File: src/rtl/core/sed_pkg.sv
// Shared types, constants and kernel arithmetic for the scan-line edgel detector.
`timescale 1ns / 1ps

package sed_pkg;

	localparam int COORD_BITS = 12;
	localparam int POS_W      = 12;
	localparam int CHAN_W     = 8;
	localparam int RESP_W     = 12;
	localparam int SUM_W      = 11;
	localparam int CNT_W      = 3;

	typedef logic [CHAN_W-1:0]     chan_t;
	typedef logic [POS_W-1:0]      pos_t;
	typedef logic [RESP_W-1:0]     resp_t;
	typedef logic [RESP_W-1:0]     thresh_t;
	typedef logic [COORD_BITS-1:0] coord_t;
	typedef logic [CNT_W-1:0]      cnt_t;
	typedef logic [SUM_W-1:0]      sum_t;

	localparam thresh_t THRESH_RESET = thresh_t'(256);
	localparam cnt_t    WIN_FULL     = cnt_t'(4);

	typedef struct packed {
		chan_t red;
		chan_t green;
		chan_t blue;
	} rgb_t;

	typedef struct packed {
		coord_t x;
		coord_t y;
	} coord_pair_t;

	// control for one request in the working stage
	typedef struct packed {
		logic valid;
		logic line_start;
	} sed_step_t;

	function automatic coord_t coord_from_pos(input pos_t p);
		logic [COORD_BITS+POS_W-1:0] tmp;
		tmp = {{COORD_BITS{1'b0}}, p};
		return tmp[COORD_BITS-1:0];
	endfunction

	function automatic pos_t pos_from_coord(input coord_t c);
		logic [COORD_BITS+POS_W-1:0] tmp;
		tmp = {{POS_W{1'b0}}, c};
		return tmp[POS_W-1:0];
	endfunction

	// |3*cur + 5*w0 - 5*w2 - 3*w3| for one channel
	function automatic resp_t tap_mag(input chan_t cur, input chan_t w0,
			input chan_t w2, input chan_t w3);
		sum_t pos;
		sum_t neg;
		sum_t diff;
		pos  = sum_t'(w0) * sum_t'(5) + sum_t'(cur) * sum_t'(3);
		neg  = sum_t'(w2) * sum_t'(5) + sum_t'(w3) * sum_t'(3);
		diff = (pos >= neg) ? (pos - neg) : (neg - pos);
		return resp_t'(diff);
	endfunction

endpackage

File: src/rtl/core/sed_pixel_if.sv
// Pixel request channel: valid/ready with RGB, line start and coordinates.
`timescale 1ns / 1ps

interface sed_pixel_if;
	logic          valid;
	logic          ready;
	logic [7:0]    red;
	logic [7:0]    green;
	logic [7:0]    blue;
	logic          line_start;
	logic [11:0]   pos_x;
	logic [11:0]   pos_y;

	modport source (
		output valid, red, green, blue, line_start, pos_x, pos_y,
		input  ready
	);

	modport sink (
		input  valid, red, green, blue, line_start, pos_x, pos_y,
		output ready
	);
endinterface

File: src/rtl/core/sed_edgel_if.sv
// Edgel request channel: valid/ready with peak coordinates and strength.
`timescale 1ns / 1ps

interface sed_edgel_if;
	logic          valid;
	logic          ready;
	logic [11:0]   edgel_x;
	logic [11:0]   edgel_y;
	logic [11:0]   strength;

	modport source (
		output valid, edgel_x, edgel_y, strength,
		input  ready
	);

	modport sink (
		input  valid, edgel_x, edgel_y, strength,
		output ready
	);
endinterface

File: src/rtl/core/sed_window.sv
// Four-sample pixel window and per-line sample count.
`timescale 1ns / 1ps

module sed_window (
	input  logic              clk,
	input  logic              arst_n,
	input  sed_pkg::sed_step_t step,
	input  sed_pkg::rgb_t     cur,
	output sed_pkg::rgb_t     tap0,
	output sed_pkg::rgb_t     tap2,
	output sed_pkg::rgb_t     tap3,
	output logic              full
);
	import sed_pkg::*;

	rgb_t win_q [4];
	cnt_t cnt_q;

	assign tap0 = win_q[0];
	assign tap2 = win_q[2];
	assign tap3 = win_q[3];
	// a line start empties the window before this sample is used
	assign full = !step.line_start && (cnt_q >= WIN_FULL);

	always_ff @(posedge clk or negedge arst_n) begin
		if (!arst_n) begin
			for (int i = 0; i < 4; i++) win_q[i] <= '0;
			cnt_q <= '0;
		end else if (step.valid) begin
			win_q[0] <= cur;
			if (step.line_start) begin
				win_q[1] <= '0;
				win_q[2] <= '0;
				win_q[3] <= '0;
				cnt_q    <= cnt_t'(1);
			end else begin
				win_q[1] <= win_q[0];
				win_q[2] <= win_q[1];
				win_q[3] <= win_q[2];
				if (cnt_q < WIN_FULL) cnt_q <= cnt_q + cnt_t'(1);
			end
		end
	end
endmodule

File: src/rtl/core/sed_kernel.sv
// Per-channel kernel magnitudes and threshold gating of the red response.
`timescale 1ns / 1ps

module sed_kernel (
	input  sed_pkg::rgb_t    cur,
	input  sed_pkg::rgb_t    tap0,
	input  sed_pkg::rgb_t    tap2,
	input  sed_pkg::rgb_t    tap3,
	input  logic             full,
	input  sed_pkg::thresh_t thresh,
	output sed_pkg::resp_t   resp
);
	import sed_pkg::*;

	resp_t r_mag;
	resp_t g_mag;
	resp_t b_mag;

	assign r_mag = tap_mag(cur.red,   tap0.red,   tap2.red,   tap3.red);
	assign g_mag = tap_mag(cur.green, tap0.green, tap2.green, tap3.green);
	assign b_mag = tap_mag(cur.blue,  tap0.blue,  tap2.blue,  tap3.blue);

	assign resp = (full && r_mag > thresh && g_mag > thresh && b_mag > thresh)
		? r_mag : '0;
endmodule

File: src/rtl/core/sed_peak.sv
// Response history, coordinate delay, peak test and edgel output register.
`timescale 1ns / 1ps

module sed_peak (
	input  logic                  clk,
	input  logic                  arst_n,
	input  sed_pkg::sed_step_t    step,
	input  sed_pkg::resp_t        resp,
	input  sed_pkg::coord_pair_t  coord,
	output logic                  advance,
	sed_edgel_if.source           edgel
);
	import sed_pkg::*;

	resp_t       prev1_q;
	resp_t       prev2_q;
	coord_pair_t cdly_q [3];
	logic        out_valid_q;
	pos_t        out_x_q;
	pos_t        out_y_q;
	resp_t       out_str_q;

	resp_t p1;
	resp_t p2;
	logic  emit;
	logic  out_free;

	assign p1       = step.line_start ? '0 : prev1_q;
	assign p2       = step.line_start ? '0 : prev2_q;
	assign emit     = step.valid && (p1 != '0) && (p1 > p2) && (p1 > resp);
	assign out_free = !out_valid_q || edgel.ready;
	// hold the stage only when it has an edgel and the output is full
	assign advance  = step.valid && (out_free || !emit);

	always_ff @(posedge clk or negedge arst_n) begin
		if (!arst_n) begin
			prev1_q <= '0;
			prev2_q <= '0;
			for (int i = 0; i < 3; i++) cdly_q[i] <= '0;
		end else if (advance) begin
			prev2_q   <= p1;
			prev1_q   <= resp;
			cdly_q[0] <= coord;
			cdly_q[1] <= step.line_start ? '0 : cdly_q[0];
			cdly_q[2] <= step.line_start ? '0 : cdly_q[1];
		end
	end

	always_ff @(posedge clk or negedge arst_n) begin
		if (!arst_n) begin
			out_valid_q <= 1'b0;
		end else if (advance && emit) begin
			out_valid_q <= 1'b1;
		end else if (edgel.ready) begin
			out_valid_q <= 1'b0;
		end
	end

	always_ff @(posedge clk) begin
		if (advance && emit) begin
			out_x_q   <= pos_from_coord(cdly_q[2].x);
			out_y_q   <= pos_from_coord(cdly_q[2].y);
			out_str_q <= p1;
		end
	end

	assign edgel.valid    = out_valid_q;
	assign edgel.edgel_x  = out_x_q;
	assign edgel.edgel_y  = out_y_q;
	assign edgel.strength = out_str_q;
endmodule

File: src/rtl/core/scanline_edgel_detector.sv
// Top level of the scan-line edgel detector.
//
//  channel  | dir | handshake          | payload
//  pix      | in  | valid/ready        | red, green, blue, line_start, pos_x, pos_y
//  edgel    | out | valid/ready        | edgel_x, edgel_y, strength
//  cfg      | in  | cfg_wr_en          | cfg_wr_data (edge threshold)
//
// One pixel per clock while the input stage is not held. A pixel is captured
// in the input register, worked through window, kernel and peak test, and an
// edgel for the peak three samples back lands in the output register.
// Reset clears window, history and count; the threshold resets to 256.
// A full output register stalls the input stage only when the stage holds a
// new edgel; pixels without a result keep flowing.
`timescale 1ns / 1ps

module scanline_edgel_detector (
	input  logic             clk,
	input  logic             arst_n,
	input  logic             cfg_wr_en,
	input  sed_pkg::thresh_t cfg_wr_data,
	sed_pixel_if.sink        pix,
	sed_edgel_if.source      edgel
);
	import sed_pkg::*;

	logic        valid_s1;
	rgb_t        rgb_s1;
	logic        line_start_s1;
	coord_pair_t coord_s1;
	thresh_t     thresh_q;

	sed_step_t   step;
	sed_step_t   win_step;
	logic        advance;
	rgb_t        tap0;
	rgb_t        tap2;
	rgb_t        tap3;
	logic        win_full;
	resp_t       resp;

	assign pix.ready = !valid_s1 || advance;

	always_ff @(posedge clk or negedge arst_n) begin
		if (!arst_n) begin
			thresh_q <= THRESH_RESET;
		end else if (cfg_wr_en) begin
			thresh_q <= cfg_wr_data;
		end
	end

	always_ff @(posedge clk or negedge arst_n) begin
		if (!arst_n) begin
			valid_s1 <= 1'b0;
		end else if (pix.ready) begin
			valid_s1 <= pix.valid;
		end
	end

	always_ff @(posedge clk) begin
		if (pix.valid && pix.ready) begin
			rgb_s1        <= '{red: pix.red, green: pix.green, blue: pix.blue};
			line_start_s1 <= pix.line_start;
			coord_s1      <= '{x: coord_from_pos(pix.pos_x), y: coord_from_pos(pix.pos_y)};
		end
	end

	assign step     = '{valid: valid_s1, line_start: line_start_s1};
	assign win_step = '{valid: advance, line_start: line_start_s1};

	sed_window u_window (
		.clk    (clk),
		.arst_n (arst_n),
		.step   (win_step),
		.cur    (rgb_s1),
		.tap0   (tap0),
		.tap2   (tap2),
		.tap3   (tap3),
		.full   (win_full)
	);

	sed_kernel u_kernel (
		.cur    (rgb_s1),
		.tap0   (tap0),
		.tap2   (tap2),
		.tap3   (tap3),
		.full   (win_full),
		.thresh (thresh_q),
		.resp   (resp)
	);

	sed_peak u_peak (
		.clk     (clk),
		.arst_n  (arst_n),
		.step    (step),
		.resp    (resp),
		.coord   (coord_s1),
		.advance (advance),
		.edgel   (edgel)
	);

`ifndef SYNTHESIS
	a_strength_nonzero: assert property (@(posedge clk) disable iff (!arst_n)
		edgel.valid |-> edgel.strength != '0)
		else $error("edgel with zero strength");

	a_resp_needs_window: assert property (@(posedge clk) disable iff (!arst_n)
		resp != '0 |-> win_full)
		else $error("response from a partial window");

	a_ready_when_out_free: assert property (@(posedge clk) disable iff (!arst_n)
		!edgel.valid |-> pix.ready)
		else $error("input stalled with empty output");

	a_stage_holds: assert property (@(posedge clk) disable iff (!arst_n)
		valid_s1 && !advance |=> valid_s1 && $stable(coord_s1) && $stable(rgb_s1))
		else $error("stalled stage lost its pixel");
`endif
endmodule
File: src/flat_wrapper.sv
// flat-port wrapper written by rule: the top's interface ports become plain ports
module scanline_edgel_detector_flat import sed_pkg::*;
  (clk, arst_n, cfg_wr_en, cfg_wr_data, pix_valid, pix_red, pix_green, pix_blue, pix_line_start, pix_pos_x, pix_pos_y, pix_ready, edgel_valid, edgel_edgel_x, edgel_edgel_y, edgel_strength, edgel_ready);
  sed_pixel_if pix_i ();
  sed_edgel_if edgel_i ();
  input  logic clk;
  input  logic arst_n;
  input  logic cfg_wr_en;
  input  sed_pkg::thresh_t cfg_wr_data;
  input wire logic [$bits(pix_i.valid)-1:0] pix_valid;
  input wire logic [$bits(pix_i.red)-1:0] pix_red;
  input wire logic [$bits(pix_i.green)-1:0] pix_green;
  input wire logic [$bits(pix_i.blue)-1:0] pix_blue;
  input wire logic [$bits(pix_i.line_start)-1:0] pix_line_start;
  input wire logic [$bits(pix_i.pos_x)-1:0] pix_pos_x;
  input wire logic [$bits(pix_i.pos_y)-1:0] pix_pos_y;
  output wire logic [$bits(pix_i.ready)-1:0] pix_ready;
  output wire logic [$bits(edgel_i.valid)-1:0] edgel_valid;
  output wire logic [$bits(edgel_i.edgel_x)-1:0] edgel_edgel_x;
  output wire logic [$bits(edgel_i.edgel_y)-1:0] edgel_edgel_y;
  output wire logic [$bits(edgel_i.strength)-1:0] edgel_strength;
  input wire logic [$bits(edgel_i.ready)-1:0] edgel_ready;
  assign pix_i.valid = pix_valid;
  assign pix_i.red = pix_red;
  assign pix_i.green = pix_green;
  assign pix_i.blue = pix_blue;
  assign pix_i.line_start = pix_line_start;
  assign pix_i.pos_x = pix_pos_x;
  assign pix_i.pos_y = pix_pos_y;
  assign pix_ready = pix_i.ready;
  assign edgel_valid = edgel_i.valid;
  assign edgel_edgel_x = edgel_i.edgel_x;
  assign edgel_edgel_y = edgel_i.edgel_y;
  assign edgel_strength = edgel_i.strength;
  assign edgel_i.ready = edgel_ready;
  scanline_edgel_detector u_core (.clk(clk), .arst_n(arst_n), .cfg_wr_en(cfg_wr_en), .cfg_wr_data(cfg_wr_data), .pix(pix_i), .edgel(edgel_i));
endmodule
File: config.mk
export PLATFORM = sky130hd
export DESIGN_NAME = scanline_edgel_detector_flat
export DESIGN_NICKNAME = d
export VERILOG_FILES = /design/src/rtl/core/sed_pkg.sv /design/src/rtl/core/sed_pixel_if.sv /design/src/rtl/core/sed_edgel_if.sv /design/src/rtl/core/sed_window.sv /design/src/rtl/core/sed_kernel.sv /design/src/rtl/core/sed_peak.sv /design/src/rtl/core/scanline_edgel_detector.sv /design/src/flat_wrapper.sv
export SDC_FILE = /design/constraint.sdc
export NUM_CORES = 1
export LEC_CHECK = 0
export BUFFER_PORTS_ARGS = -buffer_cell sky130_fd_sc_hd__buf_4
export CAP_MARGIN = 30
export CORE_ASPECT_RATIO = 0.6
export CORE_UTILIZATION = 40
export DETAILED_ROUTE_END_ITERATION = 16
export MAX_ROUTING_LAYER = met4
export REMOVE_ABC_BUFFERS = 1
export SLEW_MARGIN = 5
export SYNTH_ARGS = -nofsm -noshare
export SYNTH_HDL_FRONTEND = slang
export SYNTH_SLANG_ARGS = --single-unit
File: constraint.sdc
create_clock -name clk -period 10.5 [get_ports clk]
set_input_delay 0 -clock clk [delete_from_list [all_inputs] [get_ports clk]]
set_output_delay 0 -clock clk [all_outputs]
set_load 0.05 [all_outputs]
* Word-level counts from Yosys, hierarchy flattened
Index checks and enable logic that the tools add are counted.
Cells by class: reduce and logical (&&, ||, !) cells 21, multiplexer cells 13, add/sub/neg operators 13, $lt $le $gt $ge 10, multipliers 12
Operator list (number):
- two-way mux 72 bit | 1
- adder 11 x 10 -> 11 bit | 6
- multiplier 8 x 3 -> 11 bit (second input constant) | 6
- subtractor 11 bit | 6
- multiplier 8 x 2 -> 10 bit (second input constant) | 6
- two-way mux 24 bit | 2
- two-way mux 11 bit | 4
- greater-than comparator 11 x 12 -> 1 bit | 3
- greater-or-equal comparator 11 bit | 3
- greater-than comparator 12 bit | 2
- two-way mux 12 bit | 2
- nonzero test 12 bit | 1
- logical AND 1 bit | 10
- two-way mux 3 bit | 2
- logical NOT 1 bit | 4
- nonzero test 2 bit | 2
- adder 3 x 1 -> 3 bit (second input constant) | 1
- greater-or-equal comparator 3 bit (second input constant) | 1
- logical OR 1 bit | 3
- < comparator 3 bit (second input constant) | 1
- two-way mux 1 bit | 2
- AND reduction 2 bit | 1
Word-level totals: output and inout port bits 38, logic and storage cells 102, bits in registers 294, input bits 66

* Depth between registers and ports, before layout
depth after elaboration 16, depth in mapped cells 43, gate-level depth less buffers 38

* Cells and area by module
From an unflattened synthesis, not the netlist that was laid out.
Second synthesis, totals: cell total of the unflattened synthesis 2173, area, all modules 21976.1 um^2
By module, submodules not included:
- sed_kernel | times used 1, area an instance 9132.5 um^2, cells an instance 1147, seq. area each 0.0 um^2
- sed_peak | times used 1, area an instance 6187.2 um^2, cells an instance 528, seq. area each 3508.4 um^2
- sed_window | times used 1, area an instance 4655.7 um^2, cells an instance 420, seq. area each 2477.4 um^2
- scanline_edgel_detector | times used 1, area an instance 2000.7 um^2, cells an instance 78, seq. area each 1798.0 um^2

* Worst setup path before layout
Ideal clock, no wire load.
path kind register to register, from register u_core.u_window.win_q, in the netlist u_core.u_window.tap3[10], to register u_core.u_peak.out_x_q[0] (netlist: u_core.u_peak.edgel.edgel_x[0]), enable pin, required time 10073 ps, setup time 427 ps, data arrival time 9218 ps, stages on the path, launching flop included 40, clock period less this slack 9645 ps, buffers on the path 4, setup slack 855 ps, path through dfrtp_1 inv_1 fa_1 inv_1 ha_1 fa_1 ha_1 a21oi_1 nor2_1 nor2_1 o21bai_1 a21oi_1 o21ai_0 xnor2_1 ha_1 and2_1 nand3_1 nor3_1 (+4 left out) xnor2_1 ha_1 and4b_1 nand2_1 o21ai_0 o211ai_1 a311oi_1 clkbuf_1 nand2_1 ha_1 nand3_1 o311ai_0 nor3_1 nand3b_1 o31ai_2 buf_2 buf_2 nor2_1
On the way: longest elaborated chain between the ends 14, elaborated cells between the ends (all ways) 16, classes of those cells add/sub (3); mul (1); order compare (3); mux (2); reduce/logical (7)
Ends and longest elaborated chain:
- start: declaration | line sed_window.sv:16 | rgb_t win_q [4];
- multiplier 8 x 2 -> 10 bit (*) | line sed_pkg.sv:60 | neg = sum_t'(w2) * sum_t'(5) + sum_t'(w3) * sum_t'(3);
- adder 11 x 10 -> 11 bit (*) | line sed_pkg.sv:60
- subtractor 11 bit or greater-or-equal comparator 11 bit (tied branches) | line sed_pkg.sv:61 | diff = (pos >= neg) ? (pos - neg) : (neg - pos);
- two-way mux 11 bit (*) | line sed_pkg.sv:61
- greater-than comparator 11 x 12 -> 1 bit (*) | line sed_kernel.sv:23 | assign resp = (full && r_mag > thresh && g_mag > thresh && b_mag > thresh)
- logical AND 1 bit (*) (2 in a row) | line sed_kernel.sv:23
- two-way mux 11 bit (*) | line sed_kernel.sv:24 | ? r_mag : '0;
- greater-than comparator 12 bit (*) | line sed_peak.sv:30 | assign emit = step.valid && (p1 != '0) && (p1 > p2) && (p1 > resp);
- logical AND 1 bit (*) | line sed_peak.sv:30
- logical NOT 1 bit | line sed_peak.sv:33 | assign advance = step.valid && (out_free || !emit);
- logical OR 1 bit | line sed_peak.sv:33
- logical AND 1 bit | line sed_peak.sv:33
- logical AND 1 bit (*) | line sed_peak.sv:60 | if (advance && emit) begin
- end signal: assignment | line sed_peak.sv:61 | out_x_q <= pos_from_coord(cdly_q[2].x);
- end: declaration | line sed_peak.sv:19 | pos_t out_x_q;
Mark *: on every way between the ends. The rest lies on a longest branch, timed or not. A chain may end at the register's enable or synchronous reset.

* Worst setup path after layout
from register u_core.u_window.win_q, in the netlist u_core.u_window.tap3[10], to register u_core.u_peak.cdly_q[61] in the netlist's numbering
On the way: longest elaborated chain between the ends 13, elaborated cells between the ends (all ways) 15, classes of those cells add/sub (3); mul (1); order compare (3); mux (2); reduce/logical (6)
Ends and longest elaborated chain:
- multiplier 8 x 2 -> 10 bit (*) | line sed_pkg.sv:60
- adder 11 x 10 -> 11 bit (*) | line sed_pkg.sv:60
- subtractor 11 bit or greater-or-equal comparator 11 bit (tied branches) | line sed_pkg.sv:61
- two-way mux 11 bit (*) | line sed_pkg.sv:61
- greater-than comparator 11 x 12 -> 1 bit (*) | line sed_kernel.sv:23
- logical AND 1 bit (*) (2 in a row) | line sed_kernel.sv:23
- two-way mux 11 bit (*) | line sed_kernel.sv:24
- greater-than comparator 12 bit (*) | line sed_peak.sv:30
- logical AND 1 bit (*) | line sed_peak.sv:30
- logical NOT 1 bit (*) | line sed_peak.sv:33
- logical OR 1 bit (*) | line sed_peak.sv:33
- logical AND 1 bit (*) | line sed_peak.sv:33
- end: declaration | line sed_peak.sv:17 | coord_pair_t cdly_q [3];
Marks and branches as above.

==> flow_summary.toml <==
[finish]
area_growth_pct = 16.2
layout_common_cells = "345 x inv_1, 251 x ha_1, 238 x nand2_1, 206 x dfrtp_1, 122 x o21ai_0"
drive_gt1_frac = 0.114
fin_nets = 2593
final_common_cell = "inv_1"
n_antenna_cell = 0
postLayoutCellArea_um2 = 23400

[run]
drv_cap = 0

[synthesis]
synth_top_area_frac = 0.256
ys_warn_count = 0
yosys_register_bits = 291
ys_top_cells_by_area = "dfrtp_1 26%, ha_1 16%, edfxtp_1 13%, fa_1 8.3%, inv_1 6.4%"
synth_top_family_by_area = "adder cells"
syn_inst = 2029
synth-simple-area-share = 0.104
synth.mux.area_fraction = 0.0393
yosysSeqAreaShare = 0.383
synth_xor_area_frac = 0.0334
ys.flop_type = "dfrtp_1"
synth_enable_flop_cells = 84
yosys.area_share.adder = 0.239
syn_area_um2 = 20100
syn_avg_cell_area_um2 = 9.93
synth_cell_types = 74
synth_top_area_cell = "dfrtp_1"
async_flop_share = 0.711
synth_compound_gate_area_share = 0.120

[timing]
skew_ns = 0.0159
period_share = 0.918
slew_headroom = 0.361
setup_viol = 0
finalHoldViolCount = 0
rsz0062_at_grt = "false"
drv_slew = 0
tightestPinTransition_ns = 0.959
holdWs_ns = 0.0899
max_freq_mhz = 104
period_needed_ns = 9.64

[critical_path]
crit_top_cell = "ha_1"
regToRegSetupSlack_ns = 0.86
cp_max_fo = 53
crit_type = "flip-flop to flip-flop"
cp_data_arrival_time_ns = 10.10
cp-start-kind = "flip-flop"
required_ns = 10.96
end_kind = "flip-flop"
max_stage_delay_ns = 0.77
cp_slowest_cell = "o31a_2"

[die]
core_area_um2 = 49500
dieHeight_um = 176
die_area_um2 = 51300
fp.dieW_um = 292
rows = 63
num_io_pins = 104
initial_core_util = 0.407

[cts]
clockRootBuffer = "clkbuf_16"
cts_max_path_buffers = 3
path_clk_slew_ns = 0.07
htreeDepth = 1
cts-buffers-inserted = 29
worstSkewPairLatency_ns = 0.58
cts_setup_buffers = 0
clock-sinks = 291
cts_tree = "yes"
ctsResizeCount = 0
cts_hold_buf = 87

[pwr]
p_leak_nw = 11.4
totalPowerFinal_mw = 7.54
power_density_nw_per_um2 = 322
vdd_drop_max_mv = 0.214

[detailed_routing]
drc = 0
wl_mm = 45.3
dr_total_vias = 14300
ant_nets = 0
routedWlPerCell_um = 15.8
drt_first_pass_iters = 8
drt-initial-drc-count = 758
via_per_inst = 4.98

[placement]
placed_area_um2 = 21600
place_congestion = 0.882
portBuffers = 102
hpwlAfterDp_mm = 33.5

[grt]
grt-ovfl-total = 0
grt_antenna_before_repair = 0
grt_usage = 0.185
grt_first_pass_wirelength_mm = 74.8
grt_pass1_vias = 14300
grt_max_degree = 214

[min_path]
hp-class = "primary input to async pin"

[status]
status = "finished clean"
state kept, by name, indices dropped and copies added (netlist names), 12 cells and up:
signal and flops:
u_core.u_window.win_q 24, u_core.u_peak.cdly_q 72, u_core.thresh_q 12, u_core.u_peak.edgel.edgel_y 12
u_core.u_peak.edgel.edgel_x 12, u_core.coord_s1 24, u_core.u_window.tap3 24, u_core.rgb_s1 24
u_core.u_window.tap2 24, u_core.u_window.tap0 24
worst max-delay path: cells and delay by family (launching register included):
family          cells  cell delay (ns)
mux                 2             0.62
buf+inv             5             0.94
xor+xnor            2             0.49
fa+ha+maj           7             2.54
compound gates     10             2.67
simple gates       12             1.78
flops               1             0.40
cell type report:
cell class | count | area, um2
well taps | 650 | 813
multi-input cells | 1322 | 10800
clock buffers | 41 | 861
clock inverters | 13 | 111
flip-flops and latches | 291 | 7700
inverters | 346 | 1300
repair buffers | 202 | 1780
fillers | 4579 | 26100
stage by stage:
| stage | util | worst slack [ns] | setup TNS (ns) | std cells |
|---|---|---|---|---|
| finish | 0.473 | 0.859 | 0 | 2865 |
| global route | 0.473 | 0.165 | 0 | 2865 |
| floorplan | - | -8.09 | -817.67 | 1959 |
| global placement | 0.435 | 1.03 | 0 | 2724 |
| detailed placement | 0.435 | 0.940 | 0 | 2724 |
| CTS | 0.473 | 0.919 | 0 | 2865 |
worst paths after layout:
kind,from,to,cells after the start
setup / recovery,u_core.u_window.tap3[10]$_DFFE_PN0P_,u_core.u_peak.cdly_q[61]$_DFFE_PN0P_,38
hold / removal,arst_n,u_core.u_window.tap3[21]$_DFFE_PN0P_,2
setup reg to reg,u_core.u_window.tap3[10]$_DFFE_PN0P_,u_core.u_peak.cdly_q[61]$_DFFE_PN0P_,38
hold reg to reg,u_core.u_peak.cdly_q[11]$_DFFE_PN0P_,u_core.u_peak.edgel.edgel_y[11]$_DFFE_PP_,0
max in group asynchronous,arst_n,u_core.u_window.tap3[14]$_DFFE_PN0P_,4
min in group clk,pix_pos_x[0],u_core.coord_s1[12]$_DFFE_PP_,2
routing by layer:
metal  wire length [um]  share of wire  up-vias  GRT usage
li1                   -              -     7127          -
met1              23700           0.52     6852      0.273
met2              19000           0.42      248      0.271
met3               1910          0.042       44     0.0282
met4                688          0.015        0     0.0311
met5                  0              0        -          -
power breakdown:
part	switching (mW)	internal (mW)	total, mW
sequential	0.0561	1.26	1.32
clock	0.462	0.597	1.06
combinational	2.96	2.20	5.17
total	3.48	4.06	7.54
cells in the mapped netlist (27+ instances only):
master / count
fa_1: 84
inv_1: 346
clkbuf_1: 31
ha_1: 251
a21oi_1: 70
dfrtp_1: 206
o21ai_0: 122
mux2_2: 45
nand2_1: 238
o31ai_1: 44
buf_2: 34
edfxtp_1: 84
nor2_1: 79
xor2_1: 33
mux2i_1: 27
xnor2_1: 40
logic make-up (layout without fill, tap and decap cells):
family,Yosys count,count (layout)
other,1,1
AO/OA/AOI/OAI,373,373
AND/OR/NAND/NOR,465,465
buffers and inverters,416,602
XOR/XNOR,75,75
adder cells (fa/ha/maj),335,335
flip-flops,291,291
multiplexers,73,73
(Power assumes the default switching activity.)
